[config.mk]
export PLATFORM = sky130hd
export DESIGN_NAME = octal_tree_next_hop_router_unit_flat
export DESIGN_NICKNAME = d
export VERILOG_FILES = /design/src/rtl/ottr_pkg.sv /design/src/rtl/ottr_if.sv /design/src/rtl/octal_tree_next_hop_router_unit.sv /design/src/flat_wrapper.sv
export SDC_FILE = /design/constraint.sdc
export NUM_CORES = 1
export LEC_CHECK = 0
export BUFFER_PORTS_ARGS = -buffer_cell sky130_fd_sc_hd__buf_4
export CORE_ASPECT_RATIO = 0.75
export CORE_UTILIZATION = 32
export CTS_BUF_LIST = sky130_fd_sc_hd__clkbuf_4 sky130_fd_sc_hd__clkbuf_8
export DETAILED_ROUTE_END_ITERATION = 10
export GPL_TIMING_DRIVEN = 0
export PLACE_DENSITY_LB_ADDON = 0.15
export SYNTH_ARGS = -nofsm -noshare
export SYNTH_HDL_FRONTEND = slang
export SYNTH_SLANG_ARGS = --single-unit
[constraint.sdc]
create_clock -name clk -period 5.5 [get_ports clk]
set_clock_uncertainty 0.15 [all_clocks]
set_input_delay 0.275 -clock clk [delete_from_list [all_inputs] [get_ports clk]]
set_output_delay 0.275 -clock clk [all_outputs]
set_load 0.01 [all_outputs]
[src/rtl/ottr_pkg.sv]
// ----------------------------------------------------------------------------
// ottr_pkg - shared definitions for the octal tree next-hop router
// Widths, fixed addresses and the radio digit table used by the router and
// its channel interfaces.
// ----------------------------------------------------------------------------
package ottr_pkg;

  localparam int unsigned DestW  = 16;
  localparam int unsigned AddrW  = 15;
  localparam int unsigned RadioW = 32;
  localparam int unsigned Digits = 5;

  typedef logic [DestW-1:0]  dest_t;
  typedef logic [AddrW-1:0]  addr_t;
  typedef logic [RadioW-1:0] radio_t;

  localparam addr_t  BCAST_ADDR   = 15'o77777;
  localparam radio_t RADIO_PREFIX = 32'hE330_0000;
  localparam radio_t RADIO_BCAST  = 32'hE333_CCCC;

  // Map one octal digit to its radio nibble.
  function automatic logic [3:0] digit_code(input logic [2:0] d);
    logic [3:0] c;
    case (d)
      3'd0:    c = 4'h3;
      3'd1:    c = 4'hF;
      3'd2:    c = 4'hE;
      3'd3:    c = 4'h6;
      3'd4:    c = 4'h1;
      3'd5:    c = 4'h9;
      3'd6:    c = 4'hB;
      3'd7:    c = 4'h4;
      default: c = 4'h3;
    endcase
    return c;
  endfunction

endpackage

[src/rtl/ottr_if.sv]
// ----------------------------------------------------------------------------
// ottr_if - channel interfaces of the octal tree next-hop router
// Valid/ready channels: destination words in, routing result words out.
// ----------------------------------------------------------------------------
interface ottr_in_if;
  logic            valid;
  logic            ready;
  ottr_pkg::dest_t dest_address;

  modport source (output valid, output dest_address, input ready);
  modport sink   (input valid, input dest_address, output ready);
endinterface

interface ottr_out_if;
  logic             valid;
  logic             ready;
  logic             status;
  ottr_pkg::addr_t  next_hop;
  ottr_pkg::radio_t radio_address;
  logic             is_broadcast;
  logic             is_descendant;
  logic             is_direct_child;

  modport source (output valid, output status, output next_hop, output radio_address,
                  output is_broadcast, output is_descendant, output is_direct_child,
                  input ready);
  modport sink   (input valid, input status, input next_hop, input radio_address,
                  input is_broadcast, input is_descendant, input is_direct_child,
                  output ready);
endinterface

[src/rtl/octal_tree_next_hop_router_unit.sv]
// ----------------------------------------------------------------------------
// octal_tree_next_hop_router_unit - next-hop routing in a five-level octal tree
// Takes a destination word, gives the next hop, its radio address and the
// broadcast, descendant and direct-child flags for the configured host.
// ----------------------------------------------------------------------------
// One destination word is taken every cycle while the result channel does not
// stall. Each word passes through the input register and then the result
// register, and its result word is shown on the result channel from the latter.
// Throughput is one word per cycle while no back-pressure holds the stages,
// set by the single pass of mask and compare logic between those two registers.
// Back-pressure on the result channel holds the result register, and the input
// register too once it is full. The user must write the host address register
// through cfg_wr_en/cfg_wr_data only while no word is in flight; the block
// itself does not enforce this. The register resets to the root (address 0).
// Invalid destinations give status 1 and all other result fields zero.
module octal_tree_next_hop_router_unit (
  input  logic                clk,
  input  logic                rst_n,
  ottr_in_if.sink             in_ch,
  ottr_out_if.source          out_ch,
  input  logic                cfg_wr_en,
  input  ottr_pkg::addr_t     cfg_wr_data
);

  // Host address register.
  ottr_pkg::addr_t host_r;

  always_ff @(posedge clk) begin
    if (!rst_n) begin
      host_r <= '0;
    end else if (cfg_wr_en) begin
      host_r <= cfg_wr_data;
    end
  end

  // Pipeline control: advance the result stage when it is empty or taken,
  // and the input stage when it is empty or moving on.
  logic s1_valid_r, s2_valid_r;
  logic s2_adv, s1_adv;

  assign s2_adv      = !s2_valid_r || out_ch.ready;
  assign s1_adv      = !s1_valid_r || s2_adv;
  assign in_ch.ready = s1_adv;

  ottr_pkg::dest_t dest_r;

  always_ff @(posedge clk) begin
    if (!rst_n) begin
      s1_valid_r <= 1'b0;
      s2_valid_r <= 1'b0;
    end else begin
      if (s1_adv) s1_valid_r <= in_ch.valid;
      if (s2_adv) s2_valid_r <= s1_valid_r;
    end
  end

  always_ff @(posedge clk) begin
    if (s1_adv && in_ch.valid) begin
      dest_r <= in_ch.dest_address;
    end
  end

  // Digit mask of the host: every digit below its first zero digit.
  ottr_pkg::addr_t mask;
  logic [ottr_pkg::Digits-1:0] host_nz;
  logic [ottr_pkg::Digits-1:0] host_run;

  always_comb begin
    for (int i = 0; i < ottr_pkg::Digits; i++) begin
      host_nz[i] = host_r[3*i +: 3] != 3'd0;
    end
    host_run[0] = host_nz[0];
    for (int i = 1; i < ottr_pkg::Digits; i++) begin
      host_run[i] = host_run[i-1] && host_nz[i];
    end
    for (int i = 0; i < ottr_pkg::Digits; i++) begin
      mask[3*i +: 3] = {3{host_run[i]}};
    end
  end

  // Destination validity: top bit clear, no nonzero digit above a zero one.
  ottr_pkg::addr_t dest;
  logic [ottr_pkg::Digits-1:0] dest_nz;
  logic dest_ok;

  always_comb begin
    dest = dest_r[ottr_pkg::AddrW-1:0];
    for (int i = 0; i < ottr_pkg::Digits; i++) begin
      dest_nz[i] = dest[3*i +: 3] != 3'd0;
    end
    dest_ok = !dest_r[ottr_pkg::DestW-1];
    for (int i = 1; i < ottr_pkg::Digits; i++) begin
      if (dest_nz[i] && !dest_nz[i-1]) dest_ok = 1'b0;
    end
  end

  // Routing decision.
  ottr_pkg::addr_t   child_mask;
  ottr_pkg::addr_t   hop;
  logic [19:0]       codes;
  ottr_pkg::radio_t  radio;
  logic              is_bcast, under, desc, direct;

  always_comb begin
    // One level deeper than the host: its mask plus the next digit.
    child_mask = {mask[ottr_pkg::AddrW-4:0], 3'b111};
    is_bcast   = dest == ottr_pkg::BCAST_ADDR;
    under      = (dest & mask) == host_r;
    desc       = under && (dest != host_r);
    direct     = desc && ((dest & ~child_mask) == '0)
                      && ((dest & {~mask[ottr_pkg::AddrW-4:0], 3'b000}) == '0);

    if (is_bcast) begin
      hop = ottr_pkg::BCAST_ADDR;
    end else if (dest == host_r) begin
      hop = host_r;
    end else if (under) begin
      hop = dest & child_mask;
    end else begin
      // Parent: drop the host's last masked digit.
      hop = host_r & (mask >> 3);
    end

    for (int i = 0; i < ottr_pkg::Digits; i++) begin
      codes[4*i +: 4] = ottr_pkg::digit_code(hop[3*i +: 3]);
    end
    if (hop == ottr_pkg::BCAST_ADDR) begin
      radio = ottr_pkg::RADIO_BCAST;
    end else begin
      radio = ottr_pkg::RADIO_PREFIX | {12'h000, codes};
    end
  end

  // Result register: hold while the sink stalls, zero fields on a bad address.
  logic             status_r, bcast_r, desc_r, direct_r;
  ottr_pkg::addr_t  hop_r;
  ottr_pkg::radio_t radio_r;

  always_ff @(posedge clk) begin
    if (s2_adv && s1_valid_r) begin
      status_r <= !dest_ok;
      hop_r    <= dest_ok ? hop   : '0;
      radio_r  <= dest_ok ? radio : '0;
      bcast_r  <= dest_ok && is_bcast;
      desc_r   <= dest_ok && desc;
      direct_r <= dest_ok && direct;
    end
  end

  assign out_ch.valid           = s2_valid_r;
  assign out_ch.status          = status_r;
  assign out_ch.next_hop        = hop_r;
  assign out_ch.radio_address   = radio_r;
  assign out_ch.is_broadcast    = bcast_r;
  assign out_ch.is_descendant   = desc_r;
  assign out_ch.is_direct_child = direct_r;

endmodule
[src/flat_wrapper.sv]
// flat-port wrapper written by rule: the top's interface ports become plain ports
module octal_tree_next_hop_router_unit_flat 
  (clk, rst_n, cfg_wr_en, cfg_wr_data, in_ch_valid, in_ch_dest_address, in_ch_ready, out_ch_valid, out_ch_status, out_ch_next_hop, out_ch_radio_address, out_ch_is_broadcast, out_ch_is_descendant, out_ch_is_direct_child, out_ch_ready);
  ottr_in_if in_ch_i ();
  ottr_out_if out_ch_i ();
  input  logic clk;
  input  logic rst_n;
  input  logic cfg_wr_en;
  input  ottr_pkg::addr_t cfg_wr_data;
  input wire logic [$bits(in_ch_i.valid)-1:0] in_ch_valid;
  input wire logic [$bits(in_ch_i.dest_address)-1:0] in_ch_dest_address;
  output wire logic [$bits(in_ch_i.ready)-1:0] in_ch_ready;
  output wire logic [$bits(out_ch_i.valid)-1:0] out_ch_valid;
  output wire logic [$bits(out_ch_i.status)-1:0] out_ch_status;
  output wire logic [$bits(out_ch_i.next_hop)-1:0] out_ch_next_hop;
  output wire logic [$bits(out_ch_i.radio_address)-1:0] out_ch_radio_address;
  output wire logic [$bits(out_ch_i.is_broadcast)-1:0] out_ch_is_broadcast;
  output wire logic [$bits(out_ch_i.is_descendant)-1:0] out_ch_is_descendant;
  output wire logic [$bits(out_ch_i.is_direct_child)-1:0] out_ch_is_direct_child;
  input wire logic [$bits(out_ch_i.ready)-1:0] out_ch_ready;
  assign in_ch_i.valid = in_ch_valid;
  assign in_ch_i.dest_address = in_ch_dest_address;
  assign in_ch_ready = in_ch_i.ready;
  assign out_ch_valid = out_ch_i.valid;
  assign out_ch_status = out_ch_i.status;
  assign out_ch_next_hop = out_ch_i.next_hop;
  assign out_ch_radio_address = out_ch_i.radio_address;
  assign out_ch_is_broadcast = out_ch_i.is_broadcast;
  assign out_ch_is_descendant = out_ch_i.is_descendant;
  assign out_ch_is_direct_child = out_ch_i.is_direct_child;
  assign out_ch_i.ready = out_ch_ready;
  octal_tree_next_hop_router_unit u_core (.clk(clk), .rst_n(rst_n), .in_ch(in_ch_i), .out_ch(out_ch_i), .cfg_wr_en(cfg_wr_en), .cfg_wr_data(cfg_wr_data));
endmodule
* Yosys cells after proc, flatten, opt, wreduce, memory -nomap -nowiden
Memory sizes are Yosys's and may differ from the RTL's. Index checks and enable logic that the tools add are counted.
Operators by class: eq/ne operators 5, multiplexer cells 8, div/mod/pow operators 0, add/subtract/negate cells 0, reductions and logical operators 39, $lt $le $gt $ge 0, multipliers 0, bitwise logic cells 8, shift-type cells 0
Operators by type and width (count):
- 15-bit AND | 4
- 15-bit 2-to-1 mux | 3
- 15-bit == test | 2
- 15-bit == test (second input constant) | 2
- 15-bit zero test | 2
- 3-bit nonzero test | 10
- 18-bit 2-to-1 mux | 1
- 1-bit logical AND | 16
- 15-bit by 12-bit AND with 15-bit output | 1
- 15-bit != test | 1
- 15-bit inverter | 1
- 12-bit inverter | 1
- 1-bit zero test | 8
- 1-bit 2-to-1 mux | 4
- 1-bit logical OR | 2
- 2-bit OR reduction | 1
- 1-bit inverter | 1
Word-level totals: output and inout bits 53, bits in read-only memories 160, word-level logic and storage cells 76, latch bits 0, memory bits (writable) 0, input bits 36, memories kept 5, register bits 84
Memories:
- (name not given) | words 8, width 4, rd ports 1, clocked after Yosys merged registers in 0, write ports 0, line ottr_pkg.sv:24 | case (d)
- (name not given) | words 8, width 4, rd ports 1, clocked after Yosys merged registers in 0, write ports 0, line ottr_pkg.sv:24
- (name not given) | words 8, width 4, rd ports 1, clocked after Yosys merged registers in 0, write ports 0, line ottr_pkg.sv:24
- (name not given) | words 8, width 4, rd ports 1, clocked after Yosys merged registers in 0, write ports 0, line ottr_pkg.sv:24
- (name not given) | words 8, width 4, rd ports 1, clocked after Yosys merged registers in 0, write ports 0, line ottr_pkg.sv:24

* Depth between registers and ports, before layout
word-level depth 12, mapped depth 17, depth with buffers taken out 13

* Least setup slack after synthesis
No wires, ideal clock.
path kind register to register, start register u_core.dest_r[8], end register u_core.radio_r[18] (netlist: u_core.out_ch.radio_address[18]) (data pin), setup time 0.167 ns, path slack 1.232 ns, period minus slack after synthesis 4.268 ns, path buffers 2, required time 5.183 ns, data arrival time 3.951 ns, cell stages (with the launch flop) 15, cell sequence edfxtp_1 -> nor2b_1 -> or4_1 -> or4_1 -> nor2_1 -> clkbuf_1 -> nor3_1 -> a221oi_1 -> inv_1 -> ha_1 -> and3_1 -> and3_1 -> and4b_1 -> buf_2 -> a211oi_1
On the way: word-level cells in the longest chain between the ends 7, elaborated cells on any way between the ends 19, classes of those cells 4 x eq/ne; 6 x mux; 3 x bitwise; 5 x reduce/logical; 1 x memory
Ends and longest elaborated chain:
- start: declaration | line octal_tree_next_hop_router_unit.sv:45 | ottr_pkg::dest_t dest_r;
- start signal: assignment | line octal_tree_next_hop_router_unit.sv:59 | dest_r <= in_ch.dest_address;
- 15-bit AND | line octal_tree_next_hop_router_unit.sv:108 | under = (dest & mask) == host_r;
- 15-bit == test | line octal_tree_next_hop_router_unit.sv:108
- 15-bit 2-to-1 mux | line octal_tree_next_hop_router_unit.sv:117 | end else if (under) begin
- 15-bit 2-to-1 mux | line octal_tree_next_hop_router_unit.sv:115 | end else if (dest == host_r) begin
- 15-bit 2-to-1 mux * | line octal_tree_next_hop_router_unit.sv:113 | if (is_bcast) begin
- named net u_core.hop[0] | line octal_tree_next_hop_router_unit.sv:99 | ottr_pkg::addr_t hop;
- 15-bit == test * | line octal_tree_next_hop_router_unit.sv:127 | if (hop == ottr_pkg::BCAST_ADDR) begin
- 2-bit OR reduction (no line) *
- end signal: assignment | line octal_tree_next_hop_router_unit.sv:143 | radio_r <= dest_ok ? radio : '0;
- end: declaration | line octal_tree_next_hop_router_unit.sv:137 | ottr_pkg::radio_t radio_r;
The timed path passes the listed nets; every way through them passes the cells marked *. A chain may end at the register's enable or synchronous reset.

* Final worst setup path
start register u_core.dest_r[14], end register u_core.radio_r[4] (netlist: u_core.out_ch.radio_address[4]) (data pin)
Same word-level chain as after synthesis.

==> metrics <==
Die X 137 microns; leading area contributor after synthesis edfxtp_1; pwr/cell area 251 mW/mm^2; CTS tree built; total wire length 12.9 mm; Worst Hold Class primary input to flip-flop; Root Buffer clkbuf_8; CTS clk-pin slew, worst paths 80 ps; most frequent cells in the layout 95 x buf_4, 56 x edfxtp_1, 24 x nor2_1; Crit. End Element flip-flop; CP Class flip-flop to flip-flop; largest net degree at the start of global routing 37; register area 0.00202 sq mm; Port Buf Inserts 82; Iteration-0 DRC Markers 302; number of detailed-route iterations in the first pass 5; die area 0.0140 sq mm; count of endpoints failing setup in the final report 0; fin. max-slew vios 0; vias in the first global route 3515; Crit path arrival time 5160 ps; Clock Sinks 73; Site Rows 36; first-pass GRT wire length 19.9 mm; # IOs 89; Synth cell types 65; GR Overflow Total 0; Synth Warn # 0; ordered cell list for the critical path xor2_1 > a221oi_1 > a21oi_1 > a2111oi_2 > a21oi_1 > o21a_1 > a311oi_2 > inv_1 > ha_1 > and3_1 > and3_1 > and4b_1 > buf_2 > a211oi_1; layout cells sized above 1 26.1%; initial antenna violation count 0; Worst Tran Pin Value 1290 ps; Synth Register Bits 73; slowest CP cell a2111oi_2; sequential fraction of the synthesis area 46.6%; setup_tns 0 ps; run status finished, final reports clean; Area Growth Syn to Fin 30.1%; routed vias 3737; Rel. slew slack 12.9%; ANT nets after route 0; VDD IR-drop max 0.151 mV; share of the synthesized area in the top cell type 38.7%; CP required 5510 ps; GRT Util Overall 19.2%; EDFF count, synth 56; worst-path fanout max 10; average wire per standard cell 18.3 microns; Post-Synthesis Mean Instance Area 10.4 sq um; Longest Clk Path Bufs 2; worst r2r path cells 14; Design Area, Final 0.00565 sq mm; H-tree depth 3; Lkg Pwr 2.28 nW; mapped cell area 0.00434 sq mm; starting density of the core 33.1%; Synth Flop Type edfxtp_1; Fillers 1287; highest clock rate 194 MHz; Max-Cap Viols 0; drt via density 5.29; Multi-input gate area 0.00207 sq mm; largest cells by area after synthesis edfxtp_1 39%, dfxtp_1 7.8%, ha_1 5.8%; Post-Synthesis Cells 416; Tcrit/Tclk final 93.6%; cell depth of the worst hold path 3; clk_lat worst skew 350 ps; Critical Path Start Type flip-flop; layout net count 587; core area 0.0131 sq mm; crit-path max cell delay 1030 ps; Remaining DRCs 0; GP Congestion 0.941; Post-synth ARST share 0%; crit path time final 5150 ps; antenna cells 0; RSZ-0062 raised after global routing no; post-DP HPWL 9.76 mm; most common library cell in the layout ignoring fill and taps buf_4; final hold vios 0; TritonCTS Buffers 9; Area after DPL 0.00521 sq mm; die height 103 microns
-- layout make-up --
cell class                      instances  area share, %
Clock buffer                           11           2.57
Multi-Input combinational cell        294           36.6
Timing Repair Buffer                  100           14.3
Tap cell                              171           3.79
Clock inverter                          5           1.82
Sequential cell                        73           35.8
Inverter                               21           1.40
Buffer                                 32           3.72
-- where the power goes --
| group | internal (mW) | switching (mW) | total, mW |
|---|---|---|---|
| Clock | 0.318 | 0.204 | 0.522 |
| Sequential | 0.627 | 0.0296 | 0.657 |
| Combinational | 0.109 | 0.128 | 0.237 |
-- metal layers --
layer | share of wire [%] | global-route usage, %
met1 | 50 | 28.6
met2 | 41 | 27.7
met3 | 7.3 | 3.98
met4 | 1.3 | 5.56
met5 | 0 | 0
-- through the flow --
stage / total power [mW] / hold WS, ps / utilization (%) / instances / worst slack (ps)
2_1_floorplan: 0.795 / 224 / - / 420 / 1230
3_3_place_gp: 0.892 / 303 / 39.6 / 673 / 82.1
3_5_place_dp: 0.894 / 304 / 39.8 / 674 / 148
4_1_cts: 1.43 / 11.4 / 43.0 / 707 / 96.3
5_1_grt: 1.48 / 26.7 / 43.1 / 707 / 45.5
6_report: 1.42 / 32.3 / 43.1 / 707 / 349
-- Yosys cell counts, types with 2 or more instances --
cell type  instances
buf_2              3
o21ai_0           22
nor3_1            13
xnor2_1            3
buf_6              5
a211oi_1           4
a31oi_1            9
a41oi_1            2
o211ai_1           4
a2111o_1           3
a311oi_1           2
ha_1              20
xor2_1             3
edfxtp_1          56
and3_1             6
a21oi_1           20
a21o_1             2
and3_4             2
nor2_1            25
a22o_1             2
o21ai_1            6
dfxtp_1           17
nor2b_1           22
a2111oi_2          2
o221ai_1           2
clkbuf_1          10
and2_1             5
nor4_1             6
o22ai_1            2
mux2i_1           17
nand4_1            7
a221oi_1           5
or3_1              6
or4_1              4
inv_1             21
buf_4             13
or2_2              3
o2111ai_1          3
nand2b_1           6
and4_1             2
nand3_1            7
nand2_1           18
o21a_1             4
-- worst max-delay path: cells and delay by family, from the launching register on --
family	cells	cell delay [ps]
AND/OR/NAND/NOR	3	580
XOR/XNOR	1	180
buffers and inverters	2	320
adder cells (fa/ha/maj)	1	270
flip-flops	1	480
AO/OA/AOI/OAI	7	2980
-- sequential cells by signal, summed over array words and instances, names as in the netlist --
| register | count |
|---|---|
| u_core.out_ch.valid | 1 |
| u_core.host_r | 15 |
| u_core.out_ch.next_hop | 15 |
| u_core.out_ch.status | 1 |
| u_core.out_ch.is_descendant | 1 |
| u_core.out_ch.radio_address | 21 |
| u_core.out_ch.is_direct_child | 1 |
| u_core.dest_r | 16 |
| u_core.out_ch.is_broadcast | 1 |
| u_core.s1_valid_r | 1 |
-- what timing repair did --
action | CTS | global route
hold endpoints to repair | 17 | 0
hold buffers | 17 | 0
endpoints found under the setup margin | 0 | 18
gates resized for setup | 0 | 3
buffers inserted | 0 | 0
-- cell families (layout without fill, tap and decap cells) --
kind of cell / after synthesis / count (layout) / synth area share [%]
AO/OA/AOI/OAI: 107 / 107 / 17.7
buffers and inverters: 53 / 169 / 6.66
multiplexers: 17 / 17 / 3.92
flip-flops: 73 / 73 / 46.6
adder cells (fa/ha/maj): 20 / 20 / 5.76
XOR/XNOR: 6 / 6 / 1.21
other: 1 / 5 / 0.0864
AND/OR/NAND/NOR: 139 / 139 / 18.1
-- path summary, 6_finish.rpt --
check,end,slack [ps],from
hold reg to reg,u_core.out_ch.valid$_SDFFE_PN0P_,390,u_core.s1_valid_r$_SDFFE_PN0N_
hold / removal,u_core.host_r[8]$_SDFFE_PN0P_,30,cfg_wr_data[8]
setup / recovery,u_core.out_ch.radio_address[4]$_SDFFCE_PP0P_,350,u_core.dest_r[14]$_DFFE_PP_
setup reg to reg,u_core.out_ch.radio_address[4]$_SDFFCE_PP0P_,350,u_core.dest_r[14]$_DFFE_PP_
Power figures use the tool's default switching activity.
